### src/rtl/core/ipr_pkg.sv
// Shared types, constants and the CRC byte step of the instruction packet receiver.
package ipr_pkg;

  // Field widths
  localparam int BYTE_W    = 8;
  localparam int KIND_W    = 2;
  localparam int IDX_W     = 10;
  localparam int TIMEOUT_W = 20;
  localparam int GAP_W     = 21;
  localparam int CRC_W     = 16;
  localparam int LEN_W     = 16;
  localparam int CFG_IDX_W = 2;

  // Parameter defaults
  localparam int MAX_PARAM_LEN_DEF = 1024;
  localparam int QUEUE_DEPTH_DEF   = 2;

  // Protocol constants
  localparam logic [BYTE_W-1:0]    HDR_FF       = 8'hFF;
  localparam logic [BYTE_W-1:0]    HDR_FD       = 8'hFD;
  localparam logic [CRC_W-1:0]     CRC_POLY     = 16'h8005;
  localparam logic [LEN_W-1:0]     LEN_OVERHEAD = 16'd3;
  localparam logic [GAP_W-1:0]     GAP_MAX      = '1;
  localparam logic [TIMEOUT_W-1:0] TIMEOUT_RST  = 20'd100000;
  localparam logic [BYTE_W-1:0]    STATUS_RST   = 8'd85;

  // Configuration register indexes
  typedef enum logic [CFG_IDX_W-1:0] {
    CFG_TIMEOUT = 2'd0,
    CFG_STATUS  = 2'd1
  } cfg_reg_e;

  // Result kinds
  typedef enum logic [KIND_W-1:0] {
    KIND_PARAM = 2'd0,
    KIND_GOOD  = 2'd1,
    KIND_BAD   = 2'd2
  } kind_e;

  // Parser phases
  typedef enum logic [3:0] {
    PH_IDLE     = 4'd0,
    PH_RESERVED = 4'd1,
    PH_ID       = 4'd2,
    PH_LEN_L    = 4'd3,
    PH_LEN_H    = 4'd4,
    PH_INST     = 4'd5,
    PH_PARAM    = 4'd6,
    PH_CRC_L    = 4'd7,
    PH_CRC_H    = 4'd8
  } phase_e;

  // Configuration seen by the back end
  typedef struct packed {
    logic [TIMEOUT_W-1:0] timeout_ticks;
    logic [BYTE_W-1:0]    status_inst_code;
  } cfg_t;

  // Classified request carried from front to back
  typedef struct packed {
    logic              is_tick;
    logic              is_fd;
    logic [BYTE_W-1:0] data;
  } item_t;

  // One byte of CRC-16, MSB first
  function automatic logic [CRC_W-1:0] crc_byte(input logic [CRC_W-1:0] crc,
                                                input logic [BYTE_W-1:0] b);
    logic [CRC_W-1:0] c;
    c = crc ^ {b, 8'h00};
    for (int k = 0; k < BYTE_W; k++) begin
      if (c[CRC_W-1]) begin
        c = {c[CRC_W-2:0], 1'b0} ^ CRC_POLY;
      end else begin
        c = {c[CRC_W-2:0], 1'b0};
      end
    end
    return c;
  endfunction

  // CRC after the header FF FF FD
  localparam logic [CRC_W-1:0] HDR_CRC =
    crc_byte(crc_byte(crc_byte(16'h0000, HDR_FF), HDR_FF), HDR_FD);

endpackage

### src/rtl/core/ipr_intf.sv
// Channel interfaces of the instruction packet receiver: input, result and configuration.
interface ipr_in_if;
  logic       valid;
  logic       ready;
  logic       cmd;
  logic [7:0] rx_byte;

  modport source (output valid, output cmd, output rx_byte, input ready);
  modport sink (input valid, input cmd, input rx_byte, output ready);
endinterface

interface ipr_out_if;
  logic       valid;
  logic       ready;
  logic [1:0] kind;
  logic [7:0] data_byte;
  logic [9:0] param_index;
  logic [7:0] device_id;
  logic [7:0] instruction;
  logic [9:0] param_count;

  modport source (output valid, output kind, output data_byte, output param_index,
                  output device_id, output instruction, output param_count,
                  input ready);
  modport sink (input valid, input kind, input data_byte, input param_index,
                input device_id, input instruction, input param_count,
                output ready);
endinterface

interface ipr_cfg_if;
  logic        valid;
  logic        ready;
  logic [1:0]  index;
  logic [19:0] data;

  modport source (output valid, output index, output data, input ready);
  modport sink (input valid, input index, input data, output ready);
endinterface

### src/rtl/core/ipr_fifo.sv
// Short request queue between the front and back ends of the packet receiver.
module ipr_fifo #(
  parameter type T     = logic,
  parameter int  DEPTH = 2
) (
  input  logic clk_i,
  input  logic rst_ni,
  input  logic push_i,
  input  T     push_data_i,
  output logic full_o,
  input  logic pop_i,
  output T     pop_data_o,
  output logic valid_o
);

  localparam int PTR_W = (DEPTH > 1) ? $clog2(DEPTH) : 1;
  localparam int CNT_W = $clog2(DEPTH + 1);
  localparam logic [PTR_W-1:0] LAST = PTR_W'(DEPTH - 1);

  T                 mem [DEPTH];
  logic [PTR_W-1:0] wr_ptr_q, rd_ptr_q;
  logic [CNT_W-1:0] count_q;
  logic             do_push, do_pop;

  assign full_o     = (count_q == CNT_W'(DEPTH));
  assign valid_o    = (count_q != '0);
  assign do_push    = push_i && !full_o;
  assign do_pop     = pop_i && valid_o;
  assign pop_data_o = mem[rd_ptr_q];

  // Store the incoming request
  always_ff @(posedge clk_i) begin
    if (do_push) begin
      mem[wr_ptr_q] <= push_data_i;
    end
  end

  // Advance pointers and occupancy
  always_ff @(posedge clk_i or negedge rst_ni) begin
    if (!rst_ni) begin
      wr_ptr_q <= '0;
      rd_ptr_q <= '0;
      count_q  <= '0;
    end else begin
      if (do_push) begin
        wr_ptr_q <= (wr_ptr_q == LAST) ? '0 : wr_ptr_q + 1'b1;
      end
      if (do_pop) begin
        rd_ptr_q <= (rd_ptr_q == LAST) ? '0 : rd_ptr_q + 1'b1;
      end
      if (do_push && !do_pop) begin
        count_q <= count_q + 1'b1;
      end else if (do_pop && !do_push) begin
        count_q <= count_q - 1'b1;
      end
    end
  end

endmodule

### src/rtl/core/ipr_front.sv
// Front end: accept serial bytes and ticks, classify them and queue them for the parser.
module ipr_front (
  ipr_in_if.sink         rx_i,
  input  logic           queue_full_i,
  output logic           push_o,
  output ipr_pkg::item_t item_o
);
  import ipr_pkg::*;

  // Accept while the queue has room
  assign rx_i.ready = !queue_full_i;
  assign push_o     = rx_i.valid && !queue_full_i;

  // Tag ticks and the header marker byte
  always_comb begin
    item_o.is_tick = rx_i.cmd;
    item_o.data    = rx_i.rx_byte;
    item_o.is_fd   = (rx_i.rx_byte == HDR_FD);
  end

endmodule

### src/rtl/core/ipr_back.sv
// Back end: frame parser, CRC check, unstuffing and the result register.
module ipr_back #(
  parameter int MAX_PARAM_LEN = ipr_pkg::MAX_PARAM_LEN_DEF
) (
  input  logic           clk_i,
  input  logic           rst_ni,
  input  ipr_pkg::cfg_t  cfg_i,
  input  logic           item_valid_i,
  input  ipr_pkg::item_t item_i,
  output logic           pop_o,
  ipr_out_if.source      res_o
);
  import ipr_pkg::*;

  localparam int PW = $clog2(MAX_PARAM_LEN);

  // Parser state
  phase_e            phase_q, phase_d, eff_phase;
  logic [1:0]        fill_q, fill_d, eff_fill;
  logic [BYTE_W-1:0] win0_q, win0_d, win1_q, win1_d;
  logic [CRC_W-1:0]  crc_q, crc_d, crc_next;
  logic [BYTE_W-1:0] crc_lo_q, crc_lo_d;
  logic [BYTE_W-1:0] len_lo_q, len_lo_d;
  logic [PW-1:0]     exp_q, exp_d;
  logic [PW-1:0]     rcv_q, rcv_d, rcv_inc;
  logic [PW-1:0]     emit_q, emit_d, emit_inc;
  logic [BYTE_W-1:0] id_q, id_d, inst_q, inst_d;
  logic [BYTE_W-1:0] hist0_q, hist0_d, hist1_q, hist1_d;
  logic [1:0]        hcnt_q, hcnt_d;
  logic              drop_q, drop_d;
  logic [GAP_W-1:0]  gap_q, gap_d;

  // Result register
  logic              out_vld_q;
  logic [KIND_W-1:0] out_kind_q, res_kind;
  logic [BYTE_W-1:0] out_data_q, res_data;
  logic [IDX_W-1:0]  out_idx_q, res_idx;
  logic [BYTE_W-1:0] out_id_q, out_inst_q;
  logic [IDX_W-1:0]  out_cnt_q, res_cnt;
  logic              res_vld;

  logic                advance, timed_out, hdr_hit, stuff_hit, too_big;
  logic [LEN_W-1:0]    len_full, len_params;
  logic [PW+IDX_W-1:0] idx_ext, cnt_ext, cnt_inc_ext;
  logic [BYTE_W-1:0]   b;

  assign b       = item_i.data;
  assign advance = item_valid_i && (!out_vld_q || res_o.ready);
  assign pop_o   = advance;

  // Timeout drops the parser back to the hunt before the byte is handled
  assign timed_out = !item_i.is_tick && (gap_q > {1'b0, cfg_i.timeout_ticks});
  assign eff_phase = timed_out ? PH_IDLE : phase_q;
  assign eff_fill  = timed_out ? 2'd0 : fill_q;

  assign crc_next   = crc_byte(crc_q, b);
  assign hdr_hit    = (win0_q == HDR_FF) && (win1_q == HDR_FF) && item_i.is_fd;
  assign stuff_hit  = (hcnt_q == 2'd2) && (hist0_q == HDR_FF) && (hist1_q == HDR_FF) &&
                      item_i.is_fd;
  assign len_full   = {b, len_lo_q};
  assign len_params = (len_full > LEN_OVERHEAD) ? len_full - LEN_OVERHEAD : '0;
  assign too_big    = (32'(len_params) >= 32'(MAX_PARAM_LEN));
  assign rcv_inc    = rcv_q + 1'b1;
  assign emit_inc   = emit_q + 1'b1;

  // Low ten bits of the counters at any counter width
  assign idx_ext     = {{IDX_W{1'b0}}, emit_q};
  assign cnt_inc_ext = {{IDX_W{1'b0}}, emit_inc};
  assign cnt_ext     = {{IDX_W{1'b0}}, emit_q};

  // Next parser phase
  always_comb begin
    phase_d = phase_q;
    if (!item_i.is_tick) begin
      case (eff_phase)
        PH_IDLE: begin
          phase_d = (eff_fill >= 2'd2 && hdr_hit) ? PH_RESERVED : PH_IDLE;
        end
        PH_RESERVED: phase_d = item_i.is_fd ? PH_IDLE : PH_ID;
        PH_ID:       phase_d = PH_LEN_L;
        PH_LEN_L:    phase_d = PH_LEN_H;
        PH_LEN_H:    phase_d = too_big ? PH_IDLE : PH_INST;
        PH_INST: begin
          if (b == cfg_i.status_inst_code) begin
            phase_d = PH_IDLE;
          end else begin
            phase_d = (exp_q != '0) ? PH_PARAM : PH_CRC_L;
          end
        end
        PH_PARAM:    phase_d = (rcv_inc >= exp_q) ? PH_CRC_L : PH_PARAM;
        PH_CRC_L:    phase_d = PH_CRC_H;
        PH_CRC_H:    phase_d = PH_IDLE;
        default:     phase_d = PH_IDLE;
      endcase
    end
  end

  // Datapath and result for the current request
  always_comb begin
    fill_d   = fill_q;
    win0_d   = win0_q;
    win1_d   = win1_q;
    crc_d    = crc_q;
    crc_lo_d = crc_lo_q;
    len_lo_d = len_lo_q;
    exp_d    = exp_q;
    rcv_d    = rcv_q;
    emit_d   = emit_q;
    id_d     = id_q;
    inst_d   = inst_q;
    hist0_d  = hist0_q;
    hist1_d  = hist1_q;
    hcnt_d   = hcnt_q;
    drop_d   = drop_q;
    gap_d    = gap_q;
    res_vld  = 1'b0;
    res_kind = KIND_PARAM;
    res_data = '0;
    res_idx  = '0;
    res_cnt  = cnt_ext[IDX_W-1:0];

    if (item_i.is_tick) begin
      // Count ticks, saturating
      if (gap_q != GAP_MAX) begin
        gap_d = gap_q + 1'b1;
      end
    end else begin
      fill_d = eff_fill;
      gap_d  = timed_out ? '0 : gap_q;
      case (eff_phase)
        PH_IDLE: begin
          gap_d = '0;
          if (eff_fill >= 2'd2) begin
            if (hdr_hit) begin
              fill_d = 2'd0;
              crc_d  = HDR_CRC;
            end else begin
              win0_d = win1_q;
              win1_d = b;
            end
          end else begin
            if (eff_fill[0]) begin
              win1_d = b;
            end else begin
              win0_d = b;
            end
            fill_d = eff_fill + 1'b1;
          end
        end
        PH_RESERVED: crc_d = crc_next;
        PH_ID: begin
          id_d  = b;
          crc_d = crc_next;
        end
        PH_LEN_L: begin
          len_lo_d = b;
          crc_d    = crc_next;
        end
        PH_LEN_H: begin
          exp_d = too_big ? '0 : len_params[PW-1:0];
          crc_d = crc_next;
        end
        PH_INST: begin
          inst_d  = b;
          rcv_d   = '0;
          emit_d  = '0;
          drop_d  = 1'b0;
          hist0_d = '0;
          hist1_d = b;
          hcnt_d  = 2'd1;
          crc_d   = crc_next;
        end
        PH_PARAM: begin
          crc_d = crc_next;
          rcv_d = rcv_inc;
          if (drop_q) begin
            // Drop the stuffing byte
            drop_d = 1'b0;
          end else begin
            drop_d   = stuff_hit;
            hist0_d  = hist1_q;
            hist1_d  = b;
            hcnt_d   = (hcnt_q == 2'd2) ? 2'd2 : hcnt_q + 1'b1;
            emit_d   = emit_inc;
            res_vld  = 1'b1;
            res_kind = KIND_PARAM;
            res_data = b;
            res_idx  = idx_ext[IDX_W-1:0];
            res_cnt  = cnt_inc_ext[IDX_W-1:0];
          end
        end
        PH_CRC_L: crc_lo_d = b;
        PH_CRC_H: begin
          res_vld  = 1'b1;
          res_kind = ({b, crc_lo_q} == crc_q) ? KIND_GOOD : KIND_BAD;
        end
        default: ;
      endcase
    end
  end

  // Control state
  always_ff @(posedge clk_i or negedge rst_ni) begin
    if (!rst_ni) begin
      phase_q   <= PH_IDLE;
      fill_q    <= '0;
      win0_q    <= '0;
      win1_q    <= '0;
      crc_q     <= '0;
      crc_lo_q  <= '0;
      len_lo_q  <= '0;
      exp_q     <= '0;
      rcv_q     <= '0;
      emit_q    <= '0;
      id_q      <= '0;
      inst_q    <= '0;
      hist0_q   <= '0;
      hist1_q   <= '0;
      hcnt_q    <= '0;
      drop_q    <= 1'b0;
      gap_q     <= '0;
      out_vld_q <= 1'b0;
    end else begin
      if (advance) begin
        phase_q   <= phase_d;
        fill_q    <= fill_d;
        win0_q    <= win0_d;
        win1_q    <= win1_d;
        crc_q     <= crc_d;
        crc_lo_q  <= crc_lo_d;
        len_lo_q  <= len_lo_d;
        exp_q     <= exp_d;
        rcv_q     <= rcv_d;
        emit_q    <= emit_d;
        id_q      <= id_d;
        inst_q    <= inst_d;
        hist0_q   <= hist0_d;
        hist1_q   <= hist1_d;
        hcnt_q    <= hcnt_d;
        drop_q    <= drop_d;
        gap_q     <= gap_d;
        out_vld_q <= res_vld;
      end else if (res_o.ready) begin
        out_vld_q <= 1'b0;
      end
    end
  end

  // Load the result payload
  always_ff @(posedge clk_i) begin
    if (advance && res_vld) begin
      out_kind_q <= res_kind;
      out_data_q <= res_data;
      out_idx_q  <= res_idx;
      out_id_q   <= id_d;
      out_inst_q <= inst_d;
      out_cnt_q  <= res_cnt;
    end
  end

  assign res_o.valid       = out_vld_q;
  assign res_o.kind        = out_kind_q;
  assign res_o.data_byte   = out_data_q;
  assign res_o.param_index = out_idx_q;
  assign res_o.device_id   = out_id_q;
  assign res_o.instruction = out_inst_q;
  assign res_o.param_count = out_cnt_q;

endmodule

### src/rtl/core/instruction_packet_receiver_top.sv
// Top level of the instruction packet receiver: configuration registers, front, queue and back.
// The receiver takes one request per cycle, either a serial byte (cmd 0) or a time tick
// (cmd 1), and sustains one request per clock while the result output is not stalled. An
// accepted byte is written into the request queue, then taken through the parser step, which
// holds the frame state machine and a single CRC-16 byte update (polynomial 0x8005, MSB
// first), into the result register. A result waiting on the output does not stop intake
// until the queue of QUEUE_DEPTH requests fills. Each packet yields one parameter result per
// unstuffed parameter byte and one final result with the CRC verdict; a packet with the
// status instruction code yields none, and one cut off by the timeout yields no verdict.
// Ticks, header bytes and rejected frames yield none. Configuration writes are always taken
// in the cycle they are offered and should be made while the receiver is idle.
module instruction_packet_receiver_top #(
  parameter int MAX_PARAM_LEN = ipr_pkg::MAX_PARAM_LEN_DEF,
  parameter int QUEUE_DEPTH   = ipr_pkg::QUEUE_DEPTH_DEF
) (
  input  logic      clk_i,
  input  logic      rst_ni,
  ipr_in_if.sink    rx_i,
  ipr_out_if.source res_o,
  ipr_cfg_if.sink   cfg_i
);
  import ipr_pkg::*;

  cfg_t  cfg_q;
  logic  cfg_we;
  logic  push, queue_full, pop, queue_valid;
  item_t push_item, pop_item;

  // Configuration writes are always taken
  assign cfg_i.ready = 1'b1;
  assign cfg_we      = cfg_i.valid;

  always_ff @(posedge clk_i or negedge rst_ni) begin
    if (!rst_ni) begin
      cfg_q.timeout_ticks    <= TIMEOUT_RST;
      cfg_q.status_inst_code <= STATUS_RST;
    end else if (cfg_we) begin
      if (cfg_i.index == CFG_TIMEOUT) begin
        cfg_q.timeout_ticks <= cfg_i.data;
      end else if (cfg_i.index == CFG_STATUS) begin
        cfg_q.status_inst_code <= cfg_i.data[BYTE_W-1:0];
      end
    end
  end

  ipr_front u_front (
    .rx_i         (rx_i),
    .queue_full_i (queue_full),
    .push_o       (push),
    .item_o       (push_item)
  );

  ipr_fifo #(
    .T     (item_t),
    .DEPTH (QUEUE_DEPTH)
  ) u_queue (
    .clk_i       (clk_i),
    .rst_ni      (rst_ni),
    .push_i      (push),
    .push_data_i (push_item),
    .full_o      (queue_full),
    .pop_i       (pop),
    .pop_data_o  (pop_item),
    .valid_o     (queue_valid)
  );

  ipr_back #(
    .MAX_PARAM_LEN (MAX_PARAM_LEN)
  ) u_back (
    .clk_i        (clk_i),
    .rst_ni       (rst_ni),
    .cfg_i        (cfg_q),
    .item_valid_i (queue_valid),
    .item_i       (pop_item),
    .pop_o        (pop),
    .res_o        (res_o)
  );

endmodule

### src/flat_wrapper.sv
// flat-port wrapper written by rule: the top's interface ports become plain ports
module instruction_packet_receiver_top_flat import ipr_pkg::*;
#(
  parameter int MAX_PARAM_LEN = ipr_pkg::MAX_PARAM_LEN_DEF,
  parameter int QUEUE_DEPTH   = ipr_pkg::QUEUE_DEPTH_DEF
)
  (clk_i, rst_ni, rx_i_valid, rx_i_cmd, rx_i_rx_byte, rx_i_ready, res_o_valid, res_o_kind, res_o_data_byte, res_o_param_index, res_o_device_id, res_o_instruction, res_o_param_count, res_o_ready, cfg_i_valid, cfg_i_index, cfg_i_data, cfg_i_ready);
  ipr_in_if rx_i_i ();
  ipr_out_if res_o_i ();
  ipr_cfg_if cfg_i_i ();
  input  logic clk_i;
  input  logic rst_ni;
  input wire logic [$bits(rx_i_i.valid)-1:0] rx_i_valid;
  input wire logic [$bits(rx_i_i.cmd)-1:0] rx_i_cmd;
  input wire logic [$bits(rx_i_i.rx_byte)-1:0] rx_i_rx_byte;
  output wire logic [$bits(rx_i_i.ready)-1:0] rx_i_ready;
  output wire logic [$bits(res_o_i.valid)-1:0] res_o_valid;
  output wire logic [$bits(res_o_i.kind)-1:0] res_o_kind;
  output wire logic [$bits(res_o_i.data_byte)-1:0] res_o_data_byte;
  output wire logic [$bits(res_o_i.param_index)-1:0] res_o_param_index;
  output wire logic [$bits(res_o_i.device_id)-1:0] res_o_device_id;
  output wire logic [$bits(res_o_i.instruction)-1:0] res_o_instruction;
  output wire logic [$bits(res_o_i.param_count)-1:0] res_o_param_count;
  input wire logic [$bits(res_o_i.ready)-1:0] res_o_ready;
  input wire logic [$bits(cfg_i_i.valid)-1:0] cfg_i_valid;
  input wire logic [$bits(cfg_i_i.index)-1:0] cfg_i_index;
  input wire logic [$bits(cfg_i_i.data)-1:0] cfg_i_data;
  output wire logic [$bits(cfg_i_i.ready)-1:0] cfg_i_ready;
  assign rx_i_i.valid = rx_i_valid;
  assign rx_i_i.cmd = rx_i_cmd;
  assign rx_i_i.rx_byte = rx_i_rx_byte;
  assign rx_i_ready = rx_i_i.ready;
  assign res_o_valid = res_o_i.valid;
  assign res_o_kind = res_o_i.kind;
  assign res_o_data_byte = res_o_i.data_byte;
  assign res_o_param_index = res_o_i.param_index;
  assign res_o_device_id = res_o_i.device_id;
  assign res_o_instruction = res_o_i.instruction;
  assign res_o_param_count = res_o_i.param_count;
  assign res_o_i.ready = res_o_ready;
  assign cfg_i_i.valid = cfg_i_valid;
  assign cfg_i_i.index = cfg_i_index;
  assign cfg_i_i.data = cfg_i_data;
  assign cfg_i_ready = cfg_i_i.ready;
  instruction_packet_receiver_top #(.MAX_PARAM_LEN(MAX_PARAM_LEN), .QUEUE_DEPTH(QUEUE_DEPTH)) u_core (.clk_i(clk_i), .rst_ni(rst_ni), .rx_i(rx_i_i), .res_o(res_o_i), .cfg_i(cfg_i_i));
endmodule
### config.mk
export PLATFORM = sky130hd
export DESIGN_NAME = instruction_packet_receiver_top_flat
export DESIGN_NICKNAME = d
export VERILOG_FILES = /design/src/rtl/core/ipr_pkg.sv /design/src/rtl/core/ipr_intf.sv /design/src/rtl/core/ipr_fifo.sv /design/src/rtl/core/ipr_front.sv /design/src/rtl/core/ipr_back.sv /design/src/rtl/core/instruction_packet_receiver_top.sv /design/src/flat_wrapper.sv
export SDC_FILE = /design/constraint.sdc
export NUM_CORES = 1
export LEC_CHECK = 0
export BUFFER_PORTS_ARGS = -buffer_cell sky130_fd_sc_hd__clkbuf_2
export CORE_MARGIN = 2
export CORE_UTILIZATION = 55
export CTS_CLUSTER_SIZE = 14
export DETAILED_ROUTE_END_ITERATION = 16
export PLACE_DENSITY = 0.74
export SLEW_MARGIN = 10
export SYNTH_ARGS = -nofsm -noshare
export SYNTH_HDL_FRONTEND = slang
export SYNTH_HIERARCHICAL = 1
export SYNTH_SLANG_ARGS = --single-unit
### constraint.sdc
create_clock -name clk_i -period 9.77 [get_ports clk_i]
set_input_delay 0.977 -clock clk_i [delete_from_list [all_inputs] [get_ports clk_i]]
set_output_delay 0.977 -clock clk_i [all_outputs]
set_load 0.005 [all_outputs]
# --- Word level (Yosys, flattened, before mapping) ---
# Memory sizes are Yosys's and may differ from the RTL's.
# Cells that the tools add are included.
op_classes:
  eq_ne: 25
  n_shift: 0
  muxes: 65
  div: 0
  n_mul: 0
  order_cmp: 5
  n_bitwise: 13
  n_reduce_logical: 45
  addsub: 10
op_table:
  columns: ["op", "count"]
  rows:
  - ["16-bit two-way mux", 11]
  - ["8-bit two-way mux", 12]
  - ["21-bit two-way mux", 4]
  - ["8-bit == test, second input constant", 5]
  - ["10-bit two-way mux", 4]
  - ["10-bit one-hot mux with 2 select lines", 2]
  - ["16-bit one-hot mux with 2 select lines", 1]
  - ["4-bit one-hot mux with 8 select lines", 1]
  - ["8-bit one-hot mux with 2 select lines", 2]
  - ["3-bit NOT", 8]
  - ["21-bit by 1-bit adder with 21-bit output, second input constant", 1]
  - ["21-bit by 20-bit greater-than comparator with 1-bit output", 1]
  - ["21-bit inequality test, second input constant", 1]
  - ["10-bit by 1-bit adder with 10-bit output, second input constant", 2]
  - ["2-bit two-way mux", 10]
  - ["3-bit AND reduction", 6]
  - ["16-bit == test", 1]
  - ["4-bit by 3-bit == test with 1-bit output, second input constant", 4]
  - ["16-bit by 11-bit greater-or-equal comparator with 1-bit output, second input constant", 1]
  - ["16-bit by 2-bit greater-than comparator with 1-bit output, second input constant", 1]
  - ["16-bit by 2-bit subtractor with 16-bit output, second input constant", 1]
  - ["16-bit XOR", 1]
  - ["5-bit AND reduction", 3]
  - ["1-bit logical AND", 14]
  - ["31 further kinds", 66]
word_totals:
  wordCells: 193
  latch_bits: 0
  memories: 1
  out_inout_bits: 49
  input_bits: 36
  regBits: 219
  romBits: 0
  ram_bits: 20
memory_table:
  columns: ["memory", "depth", "width", "read_ports", "rd_ports_with_merged_regs", "wr", "line_no", "rtl"]
  rows:
  - ["u_core.u_queue.mem", 2, 10, 1, 0, 1, "ipr_fifo.sv:20", "T mem [DEPTH];"]

# --- Logic depth before layout (Yosys ltp) ---
# Gate-level depths: netlist (run 1).
# An unclocked memory read counts as a cell.
depth:
  ltp_word: 19
  depth_mapped: 11
  depth_no_buf: 11

# --- By module ---
# Netlist (run 1), hierarchy kept.
modules_own_cells:
  columns: ["module", "cells_per_inst", "seq_area_each_um2", "area_each_um2", "instances"]
  rows:
  - ["ipr_back", 895, 4909.7, 9888.2, 1]
  - ["instruction_packet_receiver_top", 62, 713.2, 1092.3, 1]
  - ["ipr_fifo", 50, 700.7, 968.4, 1]
  - ["ipr_front", 14, 0.0, 96.3, 1]

# --- Least setup slack after synthesis (run 1) ---
# Ideal clock, no wire load.
synth_path:
  path_type: "flip-flop to flip-flop"
  start: "register u_core/cfg_q[18] (netlist name)"
  end: "register u_core.u_back.out_data_q[0], in the netlist u_core/u_back/res_o.data_byte[0], enable pin"
  required_time_ns: 9.207
  stages_incl_launch_ff: 10
  synth_period_minus_slack_ns: 6.878
  arrival_time_ns: 6.314
  setup_ns: 0.563
  path_slack_ns: 2.892
  n_path_buf: 2
  path_cell_list: "dfstp_2 inv_1 ha_1 nand4_1 nor4_2 and4_1 buf_2 o21ai_4 buf_4 nor4_1"
synth_via:
  elab_chain_cells: 7
  elab_cells_between_ends: 8
  classes_between: "order compare (1); eq/ne (2); mux (3); reduce/logical (2)"
synth_lines:
  columns: ["element", "line_no", "rtl"]
  rows:
  - ["start, declared", "instruction_packet_receiver_top.sv:24", "cfg_t cfg_q;"]
  - ["21-bit by 20-bit greater-than comparator with 1-bit output (*)", "ipr_back.sv:52", "assign timed_out = !item_i.is_tick && (gap_q > {1'b0, cfg_i.timeout_ticks});"]
  - ["1-bit logical AND (*)", "ipr_back.sv:52", null]
  - ["4-bit two-way mux (*)", "ipr_back.sv:53", "assign eff_phase = timed_out ? PH_IDLE : phase_q;"]
  - ["4-bit == test or 4-bit by 3-bit == test with 1-bit output (tied branches)", "ipr_back.sv:130", "case (eff_phase)"]
  - ["1-bit one-hot mux with 2 select lines (*)", "ipr_back.sv:130", null]
  - ["1-bit two-way mux (*)", "ipr_back.sv:122", "if (item_i.is_tick) begin"]
  - ["1-bit logical AND (*)", "ipr_back.sv:251", "if (advance && res_vld) begin"]
  - ["end signal, assigned", "ipr_back.sv:253", "out_data_q <= res_data;"]
  - ["end, declared", "ipr_back.sv:36", "logic [BYTE_W-1:0] out_data_q, res_data;"]
# Mark *: on every way between the ends. The rest lies on a longest branch, timed or not.
# A chain may end at the register's enable or synchronous reset.

# --- Worst setup path in the final report (run 1) ---
layout_path:
  start: "register u_core/cfg_q[24] (netlist name)"
  end: "register u_core.u_back.out_id_q[4], in the netlist u_core/u_back/res_o.device_id[4], enable pin"
layout_via:
  elab_chain_cells: 7
  elab_cells_between_ends: 8
  classes_between: "order compare (1); eq/ne (2); mux (3); reduce/logical (2)"
layout_lines:
  columns: ["element", "line_no", "rtl"]
  rows:
  - ["21-bit by 20-bit greater-than comparator with 1-bit output (*)", "ipr_back.sv:52", null]
  - ["1-bit logical AND (*)", "ipr_back.sv:52", null]
  - ["4-bit two-way mux (*)", "ipr_back.sv:53", null]
  - ["4-bit == test or 4-bit by 3-bit == test with 1-bit output (tied branches)", "ipr_back.sv:130", null]
  - ["1-bit one-hot mux with 2 select lines (*)", "ipr_back.sv:130", null]
  - ["1-bit two-way mux (*)", "ipr_back.sv:122", null]
  - ["1-bit logical AND (*)", "ipr_back.sv:251", null]
  - ["end signal, assigned", "ipr_back.sv:255", "out_id_q <= id_d;"]
  - ["end, declared", "ipr_back.sv:38", "logic [BYTE_W-1:0] out_id_q, out_inst_q;"]
# Marks and branches as above.

==> impl_results.md, run 1 <==
- Status: finished, final reports clean
- Vias in the first global route: 8,182
- Die ar.: ~23,000 µm²
- Worst vdd ir: between 0.0002 and 0.00025 V
- Fmax: 0.2839 GHz
- GR met2 Demand/Resource: 36.79%
- Core footprint: 21,690 µm²
- GRT overflow: 0
- Area delta synth->final: 11.84%
- Post-synth top area share: 33.86%
- Layout cells sized above 1: 25.07%
- Die X: between 150 and 200 µm
- # H-tree levels: 1
- Gr usage total: 22.83%
- Worst-Margin Slew: 1.062 ns
- Setup tns final: 0 ns
- PostCTS Resize Cnt: 0
- Worst reg2reg endpoint: u_core/u_back/res_o.device_id[4]$_DFFE_PP_
- Final clock skew: around 0.0086 ns
- Largest net degree at the start of global routing: 98
- Fill cells: roughly 1.7k
- Final Max Tran Viols: 0
- FFs w/ async S/R, synth: 72.38%
- Grt met3 use: 3.252%
- Met1 GRT Util: 32.87%
- Clock Sinks: 239
- GRT busiest layer: met2
- Max transition margin: between 20% and 30%
- Synth Cell Area: 12,050 µm²
- #FFs+latches synth: about 240
- Fin. Hold Viols: 0
- Crit path arrival time: ~3.7 ns
- P per Cell Area: 290.1 nW/µm²
- Max clock buf depth: 3
- Distinct cell type count after synthesis: 77
- Starting Density: 55.54%
- RSZ-0062 raised after global routing: no
- DRC: 0
- Most common cell after layout, fill and taps aside: dfrtp_1
- CTS Root Cell: clkbuf_16
- CTS tree: yes
- DRT Pass-1 Iters: 6
- Initial antenna violation count: 0
- Crit Path Class: flip-flop to flip-flop
- Largest cells by area after synthesis: dfrtp_1 (34%), edfxtp_1 (16%), mux2_2 (8.7%), ha_1 (3.9%), xor2_1 (2.5%)
- Row cnt: 54
- First-pass GRT wire length: 43,420 µm
- Hold/Removal Path Class: flip-flop to flip-flop
- Inst Count DP: between 1k and 1.5k
- Sequential-to-total area share from yosys stat: approximately 52%
- Cells after synthesis: 1,021
- Max cap viols: 0
- Via count: 8,183
- Most frequent cells in the layout: dfrtp_1 (163), mux2_2 (93), clkbuf_2 (82)
- CP max FO: 43
- Worst Reg-to-Reg Cells: 8
- Fin cells: 1,377
- EDFF count, synth: 66
- Inserted Diodes: 0
- Postcts setup bufs: 0
- Final Critical Period: 3.522 ns
- Chip height: 152.0 µm
- Startpoint types: flip-flop
- Final Wtd Congestion: 0.7976
- Worst skew pair latency: ~0.53 ns
- CTS Hold Bufs: 0
- TritonCTS Buffers: 26
- Syn avg cell area: ~12 µm²
- Antenna Violating Nets Remaining: 0
- WHS Path Cells: 1
- Worst EP required: 9.93 ns
- Syn_nets: 1,095
- Io pins: 85
- Nets: 1,151
- Buffers on Ports: 83
- DRT iter0 DRCs: roughly 550
- WL/cell: roughly 19 µm
- Worst r2r src: u_core/cfg_q[24]$_DFFE_PN1P_
- Clk slew on worst S/H paths: 0.06 ns
- Setup violators final: 0
- Hold path start: u_core/u_queue/count_q[1]$_DFFE_PN0P_
- Detailed placement HPWL: 17,400 µm
- Fin crit share: 36.05%
- Final wirelength: 25,870 µm
- Hold Crit Endpoint: u_core/u_queue/count_q[1]$_DFFE_PN0P_
- Top FF cell, synth: dfrtp_1
- R2R Setup Slk: 6.25 ns
- Via-to-Cell Ratio: 5.943
- YS warnings: 6
- Crit end category: flip-flop
- P_leak: 0.005804 µW
- Dominant cell type by area after synthesis: dfrtp_1
[synth_stat cells (30+ instances only)]
cell type,instances
edfxtp_1,66
clkbuf_1,36
nor2_1,36
inv_1,44
nand2_1,45
xor2_1,34
nand3_1,34
ha_1,38
dfrtp_1,163
mux2_2,93
a21oi_1,37
nand4_1,30
xnor2_1,33
o21ai_0,40
[logic make-up after synthesis]
kind of cell             share of synthesized area [%]
multiplexers                                     10.16
AO/OA/AOI/OAI                                    9.889
XOR/XNOR                                         5.059
AND/OR/NAND/NOR                                  14.49
other                                          0.03113
flip-flops                                       52.50
buffers and inverters                            3.926
adder cells (fa/ha/maj)                          3.947
[layout make-up]
cell class	instances	area [µm²]	area share (%)
Inverter	44	165.2	1.226
Clock inverter	17	196.4	1.458
Sequential cell	239	6324	46.94
Clock buffer	31	710.7	5.275
Multi-Input combinational cell	677	5259	39.04
Timing Repair Buffer	89	466.7	3.464
Tap cell	280	350.3	2.601
[routing by layer]
metal / share of wire, % / wire length, µm / vias to the layer above
li1: - / - / 3855
met1: 46 / 11940 / 4073
met2: 47 / 12220 / 224
met3: 5.0 / 1285 / 31
met4: 1.6 / 423 / 0
met5: 0 / 0 / -
[stage by stage]
| step | setup slack (ns) | util [%] | hold WS (ns) | cell area [µm²] | total power [µW] |
|---|---|---|---|---|---|
| finish | 6.248 | 62.11 | 0.4902 | 13470 | 3908 |
| detailed placement | 6.269 | 57.93 | 0.4888 | 12560 | 2879 |
| floorplan | 2.892 | - | 0.4595 | 12050 | 2549 |
| global placement | 6.402 | 57.93 | 0.4750 | 12560 | 2827 |
| global route | 6.000 | 62.11 | 0.5132 | 13470 | 4136 |
| CTS | 6.257 | 62.11 | 0.4959 | 13470 | 3918 |
[where the power goes]
part	internal [µW]	switching, µW
Combinational	616	761
Sequential	1300	207
Clock	625	400
Total	2540	1370
[how the worst max path moves through the flow]
stage                                            start                                             end  slack [ns]  cells past startpoint
after floorplan           u_core/cfg_q[18]$_DFFE_PN1P_  u_core/u_back/res_o.data_byte[0]$_SDFFCE_PP0P_        2.89                      9
after global placement    u_core/cfg_q[24]$_DFFE_PN1P_      u_core/u_back/res_o.device_id[0]$_DFFE_PP_        6.40                      8
after detailed placement  u_core/cfg_q[24]$_DFFE_PN1P_      u_core/u_back/res_o.device_id[4]$_DFFE_PP_        6.27                      8
after CTS                 u_core/cfg_q[24]$_DFFE_PN1P_      u_core/u_back/res_o.device_id[4]$_DFFE_PP_        6.26                      8
after global routing      u_core/cfg_q[24]$_DFFE_PN1P_      u_core/u_back/res_o.device_id[1]$_DFFE_PP_        6.00                      8
final                     u_core/cfg_q[24]$_DFFE_PN1P_      u_core/u_back/res_o.device_id[4]$_DFFE_PP_        6.25                      8
[worst max-delay path: stages, from the launching register on]
cell     delay, ns
dfstp_2       0.52
inv_1         0.04
ha_1          0.31
nand4_1       0.16
nor4_2        0.34
and4_1        0.44
o21ai_4       0.20
nor4_2        0.53
buf_4         0.55
[state kept, by name, indices dropped and copies added, names as in the netlist, 10 cells and up]
| signal | cells |
|---|---|
| u_core/u_back/rcv_q | 10 |
| u_core/u_queue/mem | 20 |
| u_core/u_back/res_o.param_index | 10 |
| u_core/u_back/res_o.param_count | 10 |
| u_core/u_back/exp_q | 10 |
| u_core/u_back/crc_q | 16 |
| u_core/u_back/emit_q | 10 |
| u_core/u_back/gap_q | 21 |
| u_core/cfg_q | 28 |
No activity file was read; power rests on OpenSTA's default activity.
==> inputs of run 2 (changes only) <==
Settings changed: PLACE_DENSITY 0.74 to 0.77.
Clock period 9.77 ns to 2.9 ns, I/O delays scaled along.
==> impl_results.md, run 2 (synthesized netlist as in run 1, its figures left out) <==
- Status: finished with violations
- Failing checks: setup timing
- Initial antenna violation count: 0
- Max transition margin: between 50% and 60%
- Die ar.: between 20,000 and 25,000 µm²
- Worst-path cell chain: inv_1 -> ha_1 -> nand4_1 -> nor4_4 -> nand4_1 -> buf_4 -> a2111o_2 -> o31ai_1
- TritonCTS Buffers: 26
- Worst EP required: 3.31 ns
- Crit-path slowest cell: dfstp_2
- Final Max Tran Viols: 0
- Inserted Diodes: 0
- Fin crit share: 101.2%
- DRT iter0 DRCs: 638
- Largest register FFs: 28
- DRT Pass-1 Iters: 5
- Detailed placement HPWL: 18,490 µm
- Startpoint types: flip-flop
- Final Wtd Congestion: 0.8483
- CTS tree: yes
- Via-to-Cell Ratio: ~5.9
- WP depth: 8
- P_leak: approximately 0.0063 µW
- Fin util: 66.86%
- R2R Setup Slk: -0.03 ns
- Core footprint: 21,690 µm²
- Antenna Violating Nets Remaining: 0
- Chip height: 152.0 µm
- DRC: 0
- Largest net degree at the start of global routing: slightly below 70
- Io pins: 85
- P per Cell Area: 951.4 nW/µm²
- Max cap viols: 0
- Die X: 152.0 µm
- GRT overflow: 0
- Worst reg2reg endpoint: u_core/u_back/exp_q[2]$_DFFE_PN0P_
- CP bufs+invs: 2
- Max clock buf depth: 3
- Gr usage total: 23.72%
- Fmax: 0.3408 GHz
- Worst skew pair latency: roughly 0.53 ns
- Clock Sinks: ~240
- Final wirelength: 27,710 µm
- CP max FO: 10
- Vias in the first global route: about 8.9k
- Most common cell after layout, fill and taps aside: dfrtp_1
- Row cnt: 54
- CTS Root Cell: clkbuf_16
- Clk slew on worst S/H paths: 0.06 ns
- Buffers on Ports: 83
- Final Critical Period: 2.934 ns
- Fin. Hold Viols: 0
- Crit path arrival time: 3.34 ns
- Via count: between 8k and 9k
- Setup crit end: u_core/u_back/exp_q[2]$_DFFE_PN0P_
- Crit-path most repeated cell: nand4_1
- # H-tree levels: 1
- Crit path from: u_core/cfg_q[15]$_DFFE_PN1P_
- Hold/Removal Path Class: input pin to flip-flop
- Worst Reg-to-Reg Cells: 8
- PnR worst setup slack: -0.03409 ns
- Worst r2r src: u_core/cfg_q[15]$_DFFE_PN1P_
- Biggest regs: u_core/cfg_q: 28 flops, u_core/u_back/gap_q: 21 flops, u_core/u_queue/mem: 20 flops
- Worst-Margin Slew: 0.6647 ns
- Crit Path Class: flip-flop to flip-flop
- Area delta synth->final: 20.38%
- Final clock skew: 0.01227 ns
- Nets: 1,249
- Layout cells sized above 1: between 20% and 30%
- First-pass GRT wire length: 45,540 µm
- Crit-path max cell delay: 0.53 ns
- Starting Density: between 50 and 60%
- Top reg by flops: u_core/cfg_q
- Inst Count DP: 1,396
- Fin cells: 1,474
- WL/cell: 18.80 µm
- Most frequent cells in the layout: dfrtp_1 (163), mux2_2 (93), clkbuf_2 (82)
- Cell class contributing the biggest share of worst-path delay: compound AO/OA/AOI/OAI gates
- Worst vdd ir: 0.001104 V
- Setup violators final: 3
- Crit end category: flip-flop
## run 2: per-stage QoR
stage	cell area (µm²)	hold slack (ns)	setup slack, ns	setup TNS, ns	total power, µW
6_report	14500	0.01914	-0.03409	-0.04788	13800
5_1_grt	14500	0.01344	-0.1628	-11.34	14520
3_5_place_dp	13220	0.3400	-0.1762	-9.973	10230
4_1_cts	14410	0.003708	0.002216	0	13780
2_1_floorplan	12110	-0.005591	-0.7687	-35.36	8611
3_3_place_gp	13220	0.3422	-0.1382	-6.788	10060
## run 2: timing repair
action                                  in CTS  in global routing
endpoints found under the setup margin      99                177
hold buffers                                23                  0
setup buffers                                6                  1
gates resized for setup                      2                 12
pin swaps                                    3                  8
gates cloned                                 0                  1
hold endpoints to repair                    87                  0
## run 2: worst register-to-register path, delay by kind of cell (launching register included)
family | cells | cell delay [ns]
DFF | 1 | 0.53
buffers and inverters | 2 | 0.27
adders and majority gates | 1 | 0.28
and+or+nand+nor | 3 | 0.84
AOI/OAI and AO/OA | 2 | 0.88
## run 2: worst min path at each step
stage / from / end / slack (ns) / depth (start not counted)
6_report: cfg_i_data[10] / u_core/cfg_q[18]$_DFFE_PN1P_ / 0.02 / 2
5_1_grt: cfg_i_data[1] / u_core/cfg_q[9]$_DFFE_PN0P_ / 0.01 / 2
4_1_cts: cfg_i_data[6] / u_core/cfg_q[14]$_DFFE_PN0P_ / 0.004 / 2
3_5_place_dp: rst_ni / u_core/u_queue/wr_ptr_q$_DFFE_PN0P_ / 0.34 / 1
3_3_place_gp: rst_ni / u_core/u_queue/wr_ptr_q$_DFFE_PN0P_ / 0.34 / 1
2_1_floorplan: rst_ni / u_core/cfg_q[10]$_DFFE_PN0P_ / -0.006 / 0
## run 2: cell type report
| type | instances | area, µm² |
|---|---|---|
| clock buffer | 37 | 742.0 |
| clock inverter | 10 | 145.1 |
| fill | 1605 | 7188 |
| inverter | 44 | 165.2 |
| multi-input combinational | 678 | 5389 |
| sequential | 239 | 6324 |
| tap | 280 | 350.3 |
| timing repair buffer | 186 | 1385 |
## run 2: power by group
part	switching, µW	internal [µW]	leakage [µW]
clock	1330	2050	0.000426
combinational	2840	2560	0.00311
sequential	635	4380	0.00276
## run 2: layer usage
metal	up-vias	global-route usage, %	routed length [µm]
li1	4044	-	-
met1	4352	32.07	11790
met2	287	40.30	13780
met3	76	2.995	1370
met4	0	7.299	769
met5	-	0	0
